$ cat src/rtl/mpq_pkg.sv
`default_nettype none

package mpq_pkg;

  localparam int MAX_ENTRIES_DEF = 16;
  localparam int KEY_BITS_DEF = 16;

  localparam int CMD_W = 2;
  localparam int IN_KEY_W = 16;
  localparam int HANDLE_W = 4;
  localparam int STATUS_W = 2;
  localparam int COUNT_W = 5;

  localparam logic [CMD_W-1:0] CMD_INSERT = 2'd0;
  localparam logic [CMD_W-1:0] CMD_DEL_MAX = 2'd1;
  localparam logic [CMD_W-1:0] CMD_CHANGE = 2'd2;
  localparam logic [CMD_W-1:0] CMD_DELETE = 2'd3;

  localparam logic [STATUS_W-1:0] ST_OK = 2'd0;
  localparam logic [STATUS_W-1:0] ST_EMPTY = 2'd1;
  localparam logic [STATUS_W-1:0] ST_FULL = 2'd2;
  localparam logic [STATUS_W-1:0] ST_BAD_HANDLE = 2'd3;

  typedef struct packed {
    logic [CMD_W-1:0]    command;
    logic [IN_KEY_W-1:0] key;
    logic [HANDLE_W-1:0] handle;
  } in_req_t;

  typedef struct packed {
    logic [STATUS_W-1:0] status;
    logic [IN_KEY_W-1:0] out_key;
    logic [HANDLE_W-1:0] out_handle;
    logic                is_empty;
    logic [COUNT_W-1:0]  entry_count;
  } out_res_t;

  typedef struct packed {
    logic better;
    logic above;
  } scan_res_t;

endpackage

`default_nettype wire

$ cat src/rtl/mpq_ram.sv
`default_nettype none

module mpq_ram #(
  parameter int WIDTH = 16,
  parameter int DEPTH = 16
) (
  input  wire logic                     clk,
  input  wire logic                     we,
  input  wire logic [$clog2(DEPTH)-1:0] waddr,
  input  wire logic [WIDTH-1:0]         wdata,
  input  wire logic [$clog2(DEPTH)-1:0] raddr,
  output logic      [WIDTH-1:0]         rdata
);

  logic [WIDTH-1:0] mem [DEPTH];
  logic [WIDTH-1:0] rdata_r;

  always_ff @(posedge clk) begin
    if (we) begin
      mem[waddr] <= wdata;
    end
    rdata_r <= mem[raddr];
  end

  assign rdata = rdata_r;

endmodule

`default_nettype wire

$ cat src/rtl/mpq_scan_unit.sv
`default_nettype none

module mpq_scan_unit #(
  parameter int KEY_BITS = 16,
  parameter int RANK_W = 4
) (
  input  wire logic                found,
  input  wire logic [KEY_BITS-1:0] slot_key,
  input  wire logic [RANK_W-1:0]   slot_rank,
  input  wire logic [KEY_BITS-1:0] best_key,
  input  wire logic [RANK_W-1:0]   best_rank,
  output mpq_pkg::scan_res_t       res,
  output logic      [RANK_W-1:0]   rank_inc,
  output logic      [RANK_W-1:0]   rank_dec
);

  import mpq_pkg::*;

  // A newer entry carries a smaller rank and wins a tie on the key.
  always_comb begin
    res.better = !found || (slot_key > best_key) ||
                 ((slot_key == best_key) && (slot_rank < best_rank));
    res.above = slot_rank > best_rank;
  end

  assign rank_inc = slot_rank + RANK_W'(1);
  assign rank_dec = slot_rank - RANK_W'(1);

endmodule

`default_nettype wire

$ cat src/rtl/max_priority_queue_with_handles_core.sv
`default_nettype none

// Bounded max priority queue with handles, one request at a time. Each slot's key and
// recency rank sit in one entry memory that is swept one slot per clock. An insert sweeps
// the memory once, a delete maximum sweeps it twice, a delete by handle reads its entry
// and then sweeps once, a key change reads and rewrites one entry, and a refused request
// goes straight to its result. The input stalls while a request is in work, and a new
// request is taken while the previous result still waits on the output.

module max_priority_queue_with_handles_core #(
  parameter int MAX_ENTRIES = mpq_pkg::MAX_ENTRIES_DEF,
  parameter int KEY_BITS = mpq_pkg::KEY_BITS_DEF
) (
  input  wire logic             clk,
  input  wire logic             rst_n,
  input  wire logic             in_valid,
  output logic                  in_stall,
  input  wire mpq_pkg::in_req_t in_data,
  output logic                  out_valid,
  input  wire logic             out_stall,
  output mpq_pkg::out_res_t     out_data
);

  import mpq_pkg::*;

  localparam int AW = $clog2(MAX_ENTRIES);
  localparam int CW = $clog2(MAX_ENTRIES + 1);
  localparam int RW = KEY_BITS + AW;
  localparam logic [AW-1:0] LAST = AW'(MAX_ENTRIES - 1);

  typedef enum logic [5:0] {
    S_IDLE  = 6'b000001,
    S_SWEEP = 6'b000010,
    S_RDH   = 6'b000100,
    S_RDW   = 6'b001000,
    S_INS   = 6'b010000,
    S_FIN   = 6'b100000
  } state_t;

  state_t                state_r;
  logic [CMD_W-1:0]      cmd_r;
  logic [KEY_BITS-1:0]   key_r;
  logic [AW-1:0]         hdl_r;
  logic [MAX_ENTRIES-1:0] valid_r;
  logic [CW-1:0]         count_r;
  logic [AW-1:0]         idx_r;
  logic                  iss_r;
  logic                  pv_r;
  logic [AW-1:0]         pidx_r;
  logic                  dec_r;
  logic                  found_r;
  logic [AW-1:0]         best_r;
  logic [KEY_BITS-1:0]   bkey_r;
  logic [AW-1:0]         brank_r;
  logic [STATUS_W-1:0]   status_r;
  logic [KEY_BITS-1:0]   okey_r;
  logic [AW-1:0]         ohdl_r;
  logic                  out_valid_r;
  out_res_t              out_r;

  logic                  ram_we;
  logic [AW-1:0]         ram_waddr;
  logic [RW-1:0]         ram_wdata;
  logic [AW-1:0]         ram_raddr;
  logic [RW-1:0]         ram_rdata;
  logic [KEY_BITS-1:0]   rd_key;
  logic [AW-1:0]         rd_rank;
  scan_res_t             sres;
  logic [AW-1:0]         rank_inc;
  logic [AW-1:0]         rank_dec;

  logic                  in_acc;
  logic                  out_free;
  logic                  h_ok;
  logic [AW-1:0]         in_hidx;
  logic                  p_valid;
  logic                  p_last;
  logic [63:0]           okey_w;
  logic [31:0]           ohdl_w;
  logic [31:0]           cnt_w;

  mpq_ram #(
    .WIDTH(RW),
    .DEPTH(MAX_ENTRIES)
  ) u_ram (
    .clk  (clk),
    .we   (ram_we),
    .waddr(ram_waddr),
    .wdata(ram_wdata),
    .raddr(ram_raddr),
    .rdata(ram_rdata)
  );

  assign rd_key = ram_rdata[RW-1:AW];
  assign rd_rank = ram_rdata[AW-1:0];

  mpq_scan_unit #(
    .KEY_BITS(KEY_BITS),
    .RANK_W  (AW)
  ) u_scan (
    .found    (found_r),
    .slot_key (rd_key),
    .slot_rank(rd_rank),
    .best_key (bkey_r),
    .best_rank(brank_r),
    .res      (sres),
    .rank_inc (rank_inc),
    .rank_dec (rank_dec)
  );

  assign in_stall = (state_r != S_IDLE);
  assign in_acc = in_valid && !in_stall;
  assign out_free = !out_valid_r || !out_stall;
  assign in_hidx = AW'(in_data.handle);
  assign h_ok = (32'(in_data.handle) < 32'(MAX_ENTRIES)) && valid_r[in_hidx];
  assign p_valid = valid_r[pidx_r];
  assign p_last = pv_r && (pidx_r == LAST);

  assign okey_w = 64'(okey_r);
  assign ohdl_w = 32'(ohdl_r);
  assign cnt_w = 32'(count_r);

  always_comb begin
    ram_raddr = (state_r == S_RDH) ? hdl_r : idx_r;
    ram_we = 1'b0;
    ram_waddr = pidx_r;
    ram_wdata = {rd_key, rd_rank};
    case (state_r)
      S_SWEEP: begin
        if (pv_r && p_valid) begin
          if (cmd_r == CMD_INSERT) begin
            ram_we = 1'b1;
            ram_wdata = {rd_key, rank_inc};
          end else if (dec_r && sres.above) begin
            ram_we = 1'b1;
            ram_wdata = {rd_key, rank_dec};
          end
        end
      end
      S_RDW: begin
        if (cmd_r == CMD_CHANGE) begin
          ram_we = 1'b1;
          ram_waddr = hdl_r;
          ram_wdata = {key_r, rd_rank};
        end
      end
      S_INS: begin
        ram_we = 1'b1;
        ram_waddr = best_r;
        ram_wdata = {key_r, AW'(0)};
      end
      default: begin
      end
    endcase
  end

  always_ff @(posedge clk) begin
    if (!rst_n) begin
      state_r <= S_IDLE;
      valid_r <= '0;
      count_r <= '0;
      iss_r <= 1'b0;
      pv_r <= 1'b0;
      dec_r <= 1'b0;
      found_r <= 1'b0;
      out_valid_r <= 1'b0;
    end else begin
      if (out_valid_r && !out_stall && (state_r != S_FIN)) begin
        out_valid_r <= 1'b0;
      end
      case (state_r)
        S_IDLE: begin
          if (in_acc) begin
            cmd_r <= in_data.command;
            key_r <= KEY_BITS'(in_data.key);
            hdl_r <= in_hidx;
            status_r <= ST_OK;
            okey_r <= '0;
            ohdl_r <= '0;
            dec_r <= 1'b0;
            found_r <= 1'b0;
            idx_r <= '0;
            pv_r <= 1'b0;
            case (in_data.command)
              CMD_INSERT: begin
                if (count_r == CW'(MAX_ENTRIES)) begin
                  status_r <= ST_FULL;
                  state_r <= S_FIN;
                end else begin
                  iss_r <= 1'b1;
                  state_r <= S_SWEEP;
                end
              end
              CMD_DEL_MAX: begin
                if (count_r == '0) begin
                  status_r <= ST_EMPTY;
                  state_r <= S_FIN;
                end else begin
                  iss_r <= 1'b1;
                  state_r <= S_SWEEP;
                end
              end
              default: begin
                if (!h_ok) begin
                  status_r <= ST_BAD_HANDLE;
                  state_r <= S_FIN;
                end else begin
                  state_r <= S_RDH;
                end
              end
            endcase
          end
        end
        S_SWEEP: begin
          if (iss_r) begin
            if (idx_r == LAST) begin
              iss_r <= 1'b0;
            end else begin
              idx_r <= idx_r + AW'(1);
            end
          end
          pv_r <= iss_r;
          pidx_r <= idx_r;
          if (pv_r) begin
            if (cmd_r == CMD_INSERT) begin
              if (!p_valid && !found_r) begin
                found_r <= 1'b1;
                best_r <= pidx_r;
              end
            end else if (!dec_r) begin
              if (p_valid && sres.better) begin
                found_r <= 1'b1;
                best_r <= pidx_r;
                bkey_r <= rd_key;
                brank_r <= rd_rank;
              end
            end
          end
          if (p_last) begin
            if (cmd_r == CMD_INSERT) begin
              state_r <= S_INS;
            end else if (!dec_r) begin
              dec_r <= 1'b1;
              idx_r <= '0;
              iss_r <= 1'b1;
            end else begin
              valid_r[best_r] <= 1'b0;
              count_r <= count_r - CW'(1);
              if (cmd_r == CMD_DEL_MAX) begin
                okey_r <= bkey_r;
                ohdl_r <= best_r;
              end
              state_r <= S_FIN;
            end
          end
        end
        S_RDH: begin
          state_r <= S_RDW;
        end
        S_RDW: begin
          if (cmd_r == CMD_CHANGE) begin
            state_r <= S_FIN;
          end else begin
            best_r <= hdl_r;
            brank_r <= rd_rank;
            dec_r <= 1'b1;
            idx_r <= '0;
            iss_r <= 1'b1;
            pv_r <= 1'b0;
            state_r <= S_SWEEP;
          end
        end
        S_INS: begin
          valid_r[best_r] <= 1'b1;
          count_r <= count_r + CW'(1);
          ohdl_r <= best_r;
          state_r <= S_FIN;
        end
        S_FIN: begin
          if (out_free) begin
            out_valid_r <= 1'b1;
            out_r.status <= status_r;
            out_r.out_key <= okey_w[IN_KEY_W-1:0];
            out_r.out_handle <= ohdl_w[HANDLE_W-1:0];
            out_r.is_empty <= (count_r == '0);
            out_r.entry_count <= cnt_w[COUNT_W-1:0];
            state_r <= S_IDLE;
          end
        end
        default: begin
          state_r <= S_IDLE;
        end
      endcase
    end
  end

  assign out_valid = out_valid_r;
  assign out_data = out_r;

  a_count_range: assert property (@(posedge clk) disable iff (!rst_n)
    count_r <= CW'(MAX_ENTRIES))
    else $error("entry count exceeds capacity");

  a_count_matches: assert property (@(posedge clk) disable iff (!rst_n)
    (state_r == S_IDLE) |-> ($countones(valid_r) == 32'(count_r)))
    else $error("entry count disagrees with valid slots");

  a_out_from_fin: assert property (@(posedge clk) disable iff (!rst_n)
    $rose(out_valid_r) |-> $past(state_r == S_FIN))
    else $error("result raised outside the finish step");

  a_no_idle_write: assert property (@(posedge clk) disable iff (!rst_n)
    (state_r == S_IDLE || state_r == S_FIN) |-> !ram_we)
    else $error("entry memory written while no request is in work");

endmodule

`default_nettype wire

$ cat config.mk
export PLATFORM = sky130hd
export DESIGN_NAME = max_priority_queue_with_handles_core
export DESIGN_NICKNAME = d
export VERILOG_FILES = /design/src/rtl/mpq_pkg.sv /design/src/rtl/mpq_ram.sv /design/src/rtl/mpq_scan_unit.sv /design/src/rtl/max_priority_queue_with_handles_core.sv
export SDC_FILE = /design/constraint.sdc
export NUM_CORES = 1
export LEC_CHECK = 0
export ABC_AREA = 1
export BUFFER_PORTS_ARGS = -buffer_cell sky130_fd_sc_hd__buf_2
export CAP_MARGIN = 20
export CORE_MARGIN = 1.5
export CORE_UTILIZATION = 50
export DETAILED_ROUTE_END_ITERATION = 7
export PLACE_DENSITY = 0.75
export SYNTH_ARGS = -nofsm -noshare
export SYNTH_HDL_FRONTEND = slang
export SYNTH_SLANG_ARGS = --single-unit
$ cat constraint.sdc
create_clock -name clk -period 8.73 [get_ports clk]
set_input_delay 0.4365 -clock clk [delete_from_list [all_inputs] [get_ports clk]]
set_output_delay 0.4365 -clock clk [all_outputs]
set_load 0.1 [all_outputs]
Word level (Yosys, flattened, before mapping)
Memory sizes are Yosys's and may differ from the RTL's. A register that Yosys moved wholly into a read port is not among the register bits. Cells that the tools add are included.

Bits in registers: 136. Latch bits: 0. RAM bits: 320. ROM bits: 0. Input port bits: 26. Output and inout bits: 30. Logic and storage cells: 217. Memories kept: 1.

Add/subtract/negate cells: 5. Multipliers: 0. Divide/modulo/power cells: 0. Magnitude comparators: 7. Equal/unequal tests: 32. Shifts and indexed selects: 0. Muxes and demuxes: 102. Bitwise operators: 5. Reduce and logical (&&, ||, !) cells: 41.

Memories: u_ram.mem (words 16, width 20, rd ports 1, clocked after Yosys merged registers in 1, write ports 1, line mpq_ram.sv:15) `logic [WIDTH-1:0] mem [DEPTH];`.

Operators with widths (count): 16-bit 2-to-1 mux (8); 4-bit 2-to-1 mux (27); 16-bit case mux with 2 select lines (2); 20-bit case mux with 3 select lines (1); 6-bit 2-to-1 mux (9); 6-bit case mux with 6 select lines (1); 1-bit 2-to-1 mux (31); 7-bit AND reduction (4); 4-bit case mux with 2 select lines (3); 4-bit case mux with 3 select lines (2); 20-bit 2-to-1 mux (1); 2-bit inequality test (second input constant) (10); 3-bit inequality test (second input constant) (6); 6-bit AND reduction (3); 16-bit AND (1); 16-bit equality test (1); 16-bit > comparator (1); 16-bit NOT (1); 16-bit OR (1); 4-bit by 5-bit less-than comparator with 1-bit output (second input constant) (3); 5-bit 2-to-1 mux (3); 1-bit case mux with 3 select lines (4); 6-bit case mux with 2 select lines (1); 4-bit AND reduction (3); other kinds (37) (65).

Logic depth before layout (Yosys ltp)
Depth after elaboration: 10. Depth in mapped cells: 17. Depth with buffers taken out: 17.

Hierarchy
From an unflattened synthesis, not the netlist that was laid out.

Cell total of the unflattened synthesis: 2082. Area total of the unflattened synthesis: 21026.4 sq um.

By module, submodules not included: mpq_ram (instances 1, cells each 1336, area each 14192.4 sq um, seq. area each 10009.6 sq um); max_priority_queue_with_handles_core (instances 1, cells each 644, area each 6184.7 sq um, seq. area each 3763.6 sq um); mpq_scan_unit (instances 1, cells each 102, area each 649.4 sq um, seq. area each 0.0 sq um).

Least setup slack after synthesis
Ideal clock, no wire load.

Kind: register to register. From: reg state_r[5]. To: reg okey_r[0], enable pin. Library setup time: 409 ps. Arrival time: 3030 ps. Data required time: 8321 ps. Setup slack: 5290 ps. Stages on the path, launching flop included: 6. Buffers on the path: 0. Period minus slack after synthesis: 3440 ps. Path through: dfxtp_1 nor2_4 nand4_1 inv_1 a31oi_1 nor3_1.

Word-level cells in the longest chain between the ends: 5. Elaborated cells between the ends (all ways): 12. Those cells by class: eq/ne: 8; reduce/logical: 4.

RTL lines: start: declaration (line max_priority_queue_with_handles_core.sv:40) `state_t state_r;`; start signal: assignment (line max_priority_queue_with_handles_core.sv:159) `state_r <= S_IDLE;`; start signal: assignment (line max_priority_queue_with_handles_core.sv:188) `state_r <= S_FIN;`; start signal: assignment (line max_priority_queue_with_handles_core.sv:191) `state_r <= S_SWEEP;`; 6-bit by 1-bit inequality test with 1-bit output (line max_priority_queue_with_handles_core.sv:111) `assign in_stall = (state_r != S_IDLE);`; named net in_stall (line max_priority_queue_with_handles_core.sv:17) `output logic in_stall,`; 1-bit logical NOT (line max_priority_queue_with_handles_core.sv:112) `assign in_acc = in_valid && !in_stall;`; 1-bit logical AND (line max_priority_queue_with_handles_core.sv:112); 2-bit inequality test (no source line); 7-bit AND reduction (no source line); end signal: assignment (line max_priority_queue_with_handles_core.sv:250) `okey_r <= bkey_r;`; end: declaration (line max_priority_queue_with_handles_core.sv:56) `logic [KEY_BITS-1:0] okey_r;`.

The timed path passes the listed nets, and every way through them passes these cells. A chain may end at the register's enable or synchronous reset.

Final worst setup path
From: reg state_r[2]. To: mem u_ram.mem[14][3] in the netlist's numbering, enable pin.

Word-level cells in the longest chain between the ends: 4. Elaborated cells between the ends (all ways): 7. Those cells by class: eq/ne: 3; mux: 4.

RTL lines: 6-bit by 5-bit equality test with 1-bit output (tied with other cells) (line max_priority_queue_with_handles_core.sv:128) `case (state_r)`; 1-bit case mux with 3 select lines (line max_priority_queue_with_handles_core.sv:128); 1-bit 2-to-1 mux (line mpq_ram.sv:19) `if (we) begin`; 1-bit 2-to-1 mux (not written as such) (line mpq_ram.sv:20) `mem[waddr] <= wdata;`; end: declaration (line mpq_ram.sv:15).

Several ways; a longest one is shown, not always the timed one.

==> impl_metrics.xml <==
<?xml version="1.0" encoding="UTF-8"?>
<metrics>
  <group name="yosys">
    <metric name="ys_seq_elements" unit="">476</metric>
    <metric name="post_synth_edffs" unit="">424</metric>
    <metric name="count_of_distinct_cell_types_in_the_synthesized_netlist" unit="">53</metric>
    <metric name="post_synth_instance_area" unit="sq um">19670</metric>
    <metric name="yosysTopAreaCell" unit="">edfxtp_1</metric>
    <metric name="nets_in_the_synthesized_netlist" unit="">1641</metric>
    <metric name="ys_top_cells_by_count" unit="">edfxtp_1 (424), nand2_1 (181), o211ai_1 (170)</metric>
    <metric name="avgSynthCellArea" unit="sq um">12.39</metric>
    <metric name="synth_top_area_frac" unit="">0.6472</metric>
    <metric name="yosys-top-cells-area" unit="">edfxtp_1 (65%), o211ai_1 (6.5%), dfxtp_1 (5.3%)</metric>
    <metric name="synth_sequential_area_ratio" unit="">0.7002</metric>
    <metric name="dominant_synthesized_flop_cell" unit="">edfxtp_1</metric>
    <metric name="yosysWarnings" unit="">0</metric>
    <metric name="ys_async_sr_fraction" unit="">0</metric>
    <metric name="synth_cells" unit="">1588</metric>
    <metric name="yosys.cell_count.top_type" unit="">edfxtp_1</metric>
  </group>
  <group name="clock_network">
    <metric name="cts_root_buf" unit="">clkbuf_16</metric>
    <metric name="cts-root-to-sink-buffers" unit="">3</metric>
    <metric name="cts_setup_buffers" unit="">0</metric>
    <metric name="cts-buffers-inserted" unit="">47</metric>
    <metric name="numClockSinks" unit="">476</metric>
    <metric name="tritoncts" unit="">built</metric>
    <metric name="ctsHtreeMaxLevel" unit="">2</metric>
    <metric name="worstSkewPairLatency" unit="ns">0.60</metric>
    <metric name="cts_hold_buf" unit="">5</metric>
    <metric name="clkSlewWorstSetupHoldPaths" unit="ns">0.06</metric>
    <metric name="cts_repair_resize_count" unit="">0</metric>
  </group>
  <group name="finish">
    <metric name="area_growth" unit="%">12.50</metric>
    <metric name="insertedDiodeCount" unit="">0</metric>
    <metric name="layout-drive-gt1-share" unit="">0.1600</metric>
    <metric name="layout.nets" unit="">1702</metric>
  </group>
  <group name="power">
    <metric name="sum_of_internal_switching_and_leakage_power" unit="mW">6.218</metric>
    <metric name="power_density" unit="nW/um^2">281.0</metric>
    <metric name="power.ir.vdd_worst" unit="V">0.0001409</metric>
    <metric name="power.static_leakage" unit="nW">7.662</metric>
  </group>
  <group name="setup_path">
    <metric name="critPathCaptureType" unit="">flop</metric>
    <metric name="crit_type" unit="">reg2reg</metric>
    <metric name="start_kind" unit="">flop</metric>
    <metric name="critical_path.max_fanout" unit="">19</metric>
    <metric name="cp.required" unit="ns">8.98</metric>
    <metric name="worstPathArrival" unit="ns">3.83</metric>
  </group>
  <group name="floorplanning">
    <metric name="floorplan.initialDensity" unit="">0.5078</metric>
    <metric name="coreArea" unit="sq um">38740</metric>
    <metric name="fp-row-count" unit="">72</metric>
    <metric name="dieHeight" unit="microns">201.4</metric>
    <metric name="floorplan.die_area" unit="sq um">40540</metric>
    <metric name="floorplan.io_pins" unit="">56</metric>
    <metric name="chipWidth" unit="microns">201.4</metric>
  </group>
  <group name="timing">
    <metric name="finalCritPeriodShare" unit="">0.4096</metric>
    <metric name="fin_worst_hold_slack" unit="ns">0.02161</metric>
    <metric name="maxClockFrequency" unit="MHz">279.6</metric>
    <metric name="finClkSkew" unit="ns">0.03950</metric>
    <metric name="finalMaxSlewViolations" unit="">0</metric>
    <metric name="sum_of_negative_setup_slack" unit="ns">0</metric>
    <metric name="hold_viol_final" unit="">0</metric>
    <metric name="period_needed" unit="ns">3.576</metric>
    <metric name="worst_pin_slew" unit="ns">1.085</metric>
    <metric name="setup-violations-final" unit="">0</metric>
    <metric name="slew_margin_rel" unit="">0.2768</metric>
    <metric name="rsz0062_at_grt" unit="">false</metric>
  </group>
  <group name="global_route">
    <metric name="grt_pass1_wl" unit="mm">71.74</metric>
    <metric name="pin_count_of_the_biggest_net_entering_global_routing" unit="">108</metric>
    <metric name="gr-usage-all-layers" unit="">0.2294</metric>
    <metric name="first_global_vias" unit="">12670</metric>
    <metric name="grt.overflow.total" unit="">0</metric>
    <metric name="number_of_antenna_violations_at_the_first_check_in_global_routing" unit="">0</metric>
  </group>
  <group name="status">
    <metric name="result_of_the_run" unit="">complete, no violations</metric>
  </group>
  <group name="placement">
    <metric name="gp_congestion" unit="">0.8824</metric>
    <metric name="io_buffer_count" unit="">55</metric>
    <metric name="post-dp-hpwl" unit="mm">26.39</metric>
  </group>
  <group name="hold_path">
    <metric name="min-delay-path-class" unit="">in2reg</metric>
  </group>
  <group name="route">
    <metric name="drc" unit="">0</metric>
    <metric name="detail_route.vias_per_cell" unit="">5.823</metric>
    <metric name="wl" unit="mm">46.20</metric>
    <metric name="first_pass_iters" unit="">5</metric>
    <metric name="drt-wirelength-per-cell" unit="microns">20.95</metric>
    <metric name="antenna_violating_nets_post_route" unit="">0</metric>
    <metric name="vias" unit="">12840</metric>
    <metric name="detail_route.iter0.violations" unit="">1426</metric>
  </group>
  <group name="job">
    <metric name="reported_max_cap_violation_count" unit="">0</metric>
  </group>
</metrics>
==> layout by cell type, fill, tap and decap left out, types with 3 or more instances in the layout <==
cell type	synthesis	final
a21oi_1	46	46
buf_2	24	55
buf_4	3	30
clkbuf_1	47	6
clkbuf_16	0	48
clkbuf_8	0	3
clkinv_1	2	10
clkinv_2	0	13
clkinvlp_4	0	4
dfxtp_1	52	52
dlygate4sd3_1	0	5
edfxtp_1	424	424
ha_1	26	26
inv_1	86	85
inv_2	5	5
inv_4	2	3
nand2_1	181	181
nand2_2	4	4
nand2_4	3	3
nand3_1	76	76
nand4_1	13	13
nor2_1	167	149
nor2_2	3	21
nor2_4	3	3
nor3_1	11	10
o211ai_1	170	170
o21ai_0	112	111
o21ai_1	10	9
or2_0	5	5
or2_1	15	15
or2_2	61	61
xor2_1	3	3
==> cells by family after synthesis <==
family,share of synthesized area
AND/OR/NAND/NOR,0.1295
flip-flops,0.7002
AO/OA/AOI/OAI,0.1144
buffers and inverters,0.03613
adder cells (fa/ha/maj),0.01755
XOR/XNOR,0.002227
==> worst paths after layout <==
kind / startpoint / cells past startpoint / slack, ns / to
min reg2reg: status_r[1] / 0 / 0.42 / out_data[27]
min: in_data[15] / 1 / 0.02 / key_r[11]
max reg2reg: state_r[2] / 12 / 5.15 / u_ram.mem[14][3]
max: state_r[2] / 12 / 5.15 / u_ram.mem[14][3]
==> power by group <==
part	total [mW]	internal (mW)	switching, mW	leakage [nW]
Combinational	1.27	0.338	0.933	2.66
Clock	1.97	1.10	0.867	0.737
Sequential	2.98	2.87	0.116	4.27
Total	6.22	4.30	1.92	7.66
==> metrics by stage <==
step / area [sq um] / util / worst slack (ns) / std cells
floorplan: 19670 / - / 5.290 / 1588
global placement: 20550 / 0.5304 / 5.154 / 2112
detailed placement: 20570 / 0.5311 / 5.157 / 2113
CTS: 22130 / 0.5713 / 5.164 / 2205
global route: 22130 / 0.5713 / 4.835 / 2205
finish: 22130 / 0.5713 / 5.154 / 2205
==> layout make-up <==
type | instances | area (sq um)
Clock inverter | 30 | 242.7
Multi-Input combinational cell | 938 | 5260
Tap cell | 518 | 648.1
Fill cell | 3061 | 16610
Timing Repair Buffer | 91 | 578.1
Clock buffer | 57 | 1265
Inverter | 95 | 364.1
Sequential cell | 476 | 13770
==> per-layer routing <==
layer / global-route usage / part of all wire / routed length [microns] / vias to the layer above
li1: - / - / - / 5911
met3: 0.04049 / 0.074 / 3432 / 97
met2: 0.3765 / 0.48 / 22350 / 524
met4: 0.09168 / 0.030 / 1409 / 0
met1: 0.3046 / 0.41 / 19000 / 6307
met5: 0 / 0 / 0 / -
==> critical path, cell delays in order, from the launching register on <==
cell and delay (ns):
dfxtp_1 0.32, nor2_2 0.21, nand2_2 0.10, nor3_4 0.59, inv_4 0.20, nand2_2 0.15
nand2_4 0.22, nand2_1 0.12, nand3_1 0.12, inv_1 0.10, nand3_1 0.23, nor2_2 0.47
buf_4 0.41
==> registers in the layout (all words and copies together) (netlist names), 5 cells and up, named ones only <==
signal,flops
bkey_r,16
u_ram.mem,320
okey_r,16
key_r,16
count_r,5
state_r,6
out_data,28
u_ram.rdata,20
Note: power is estimated with default switching activity, not from simulation.
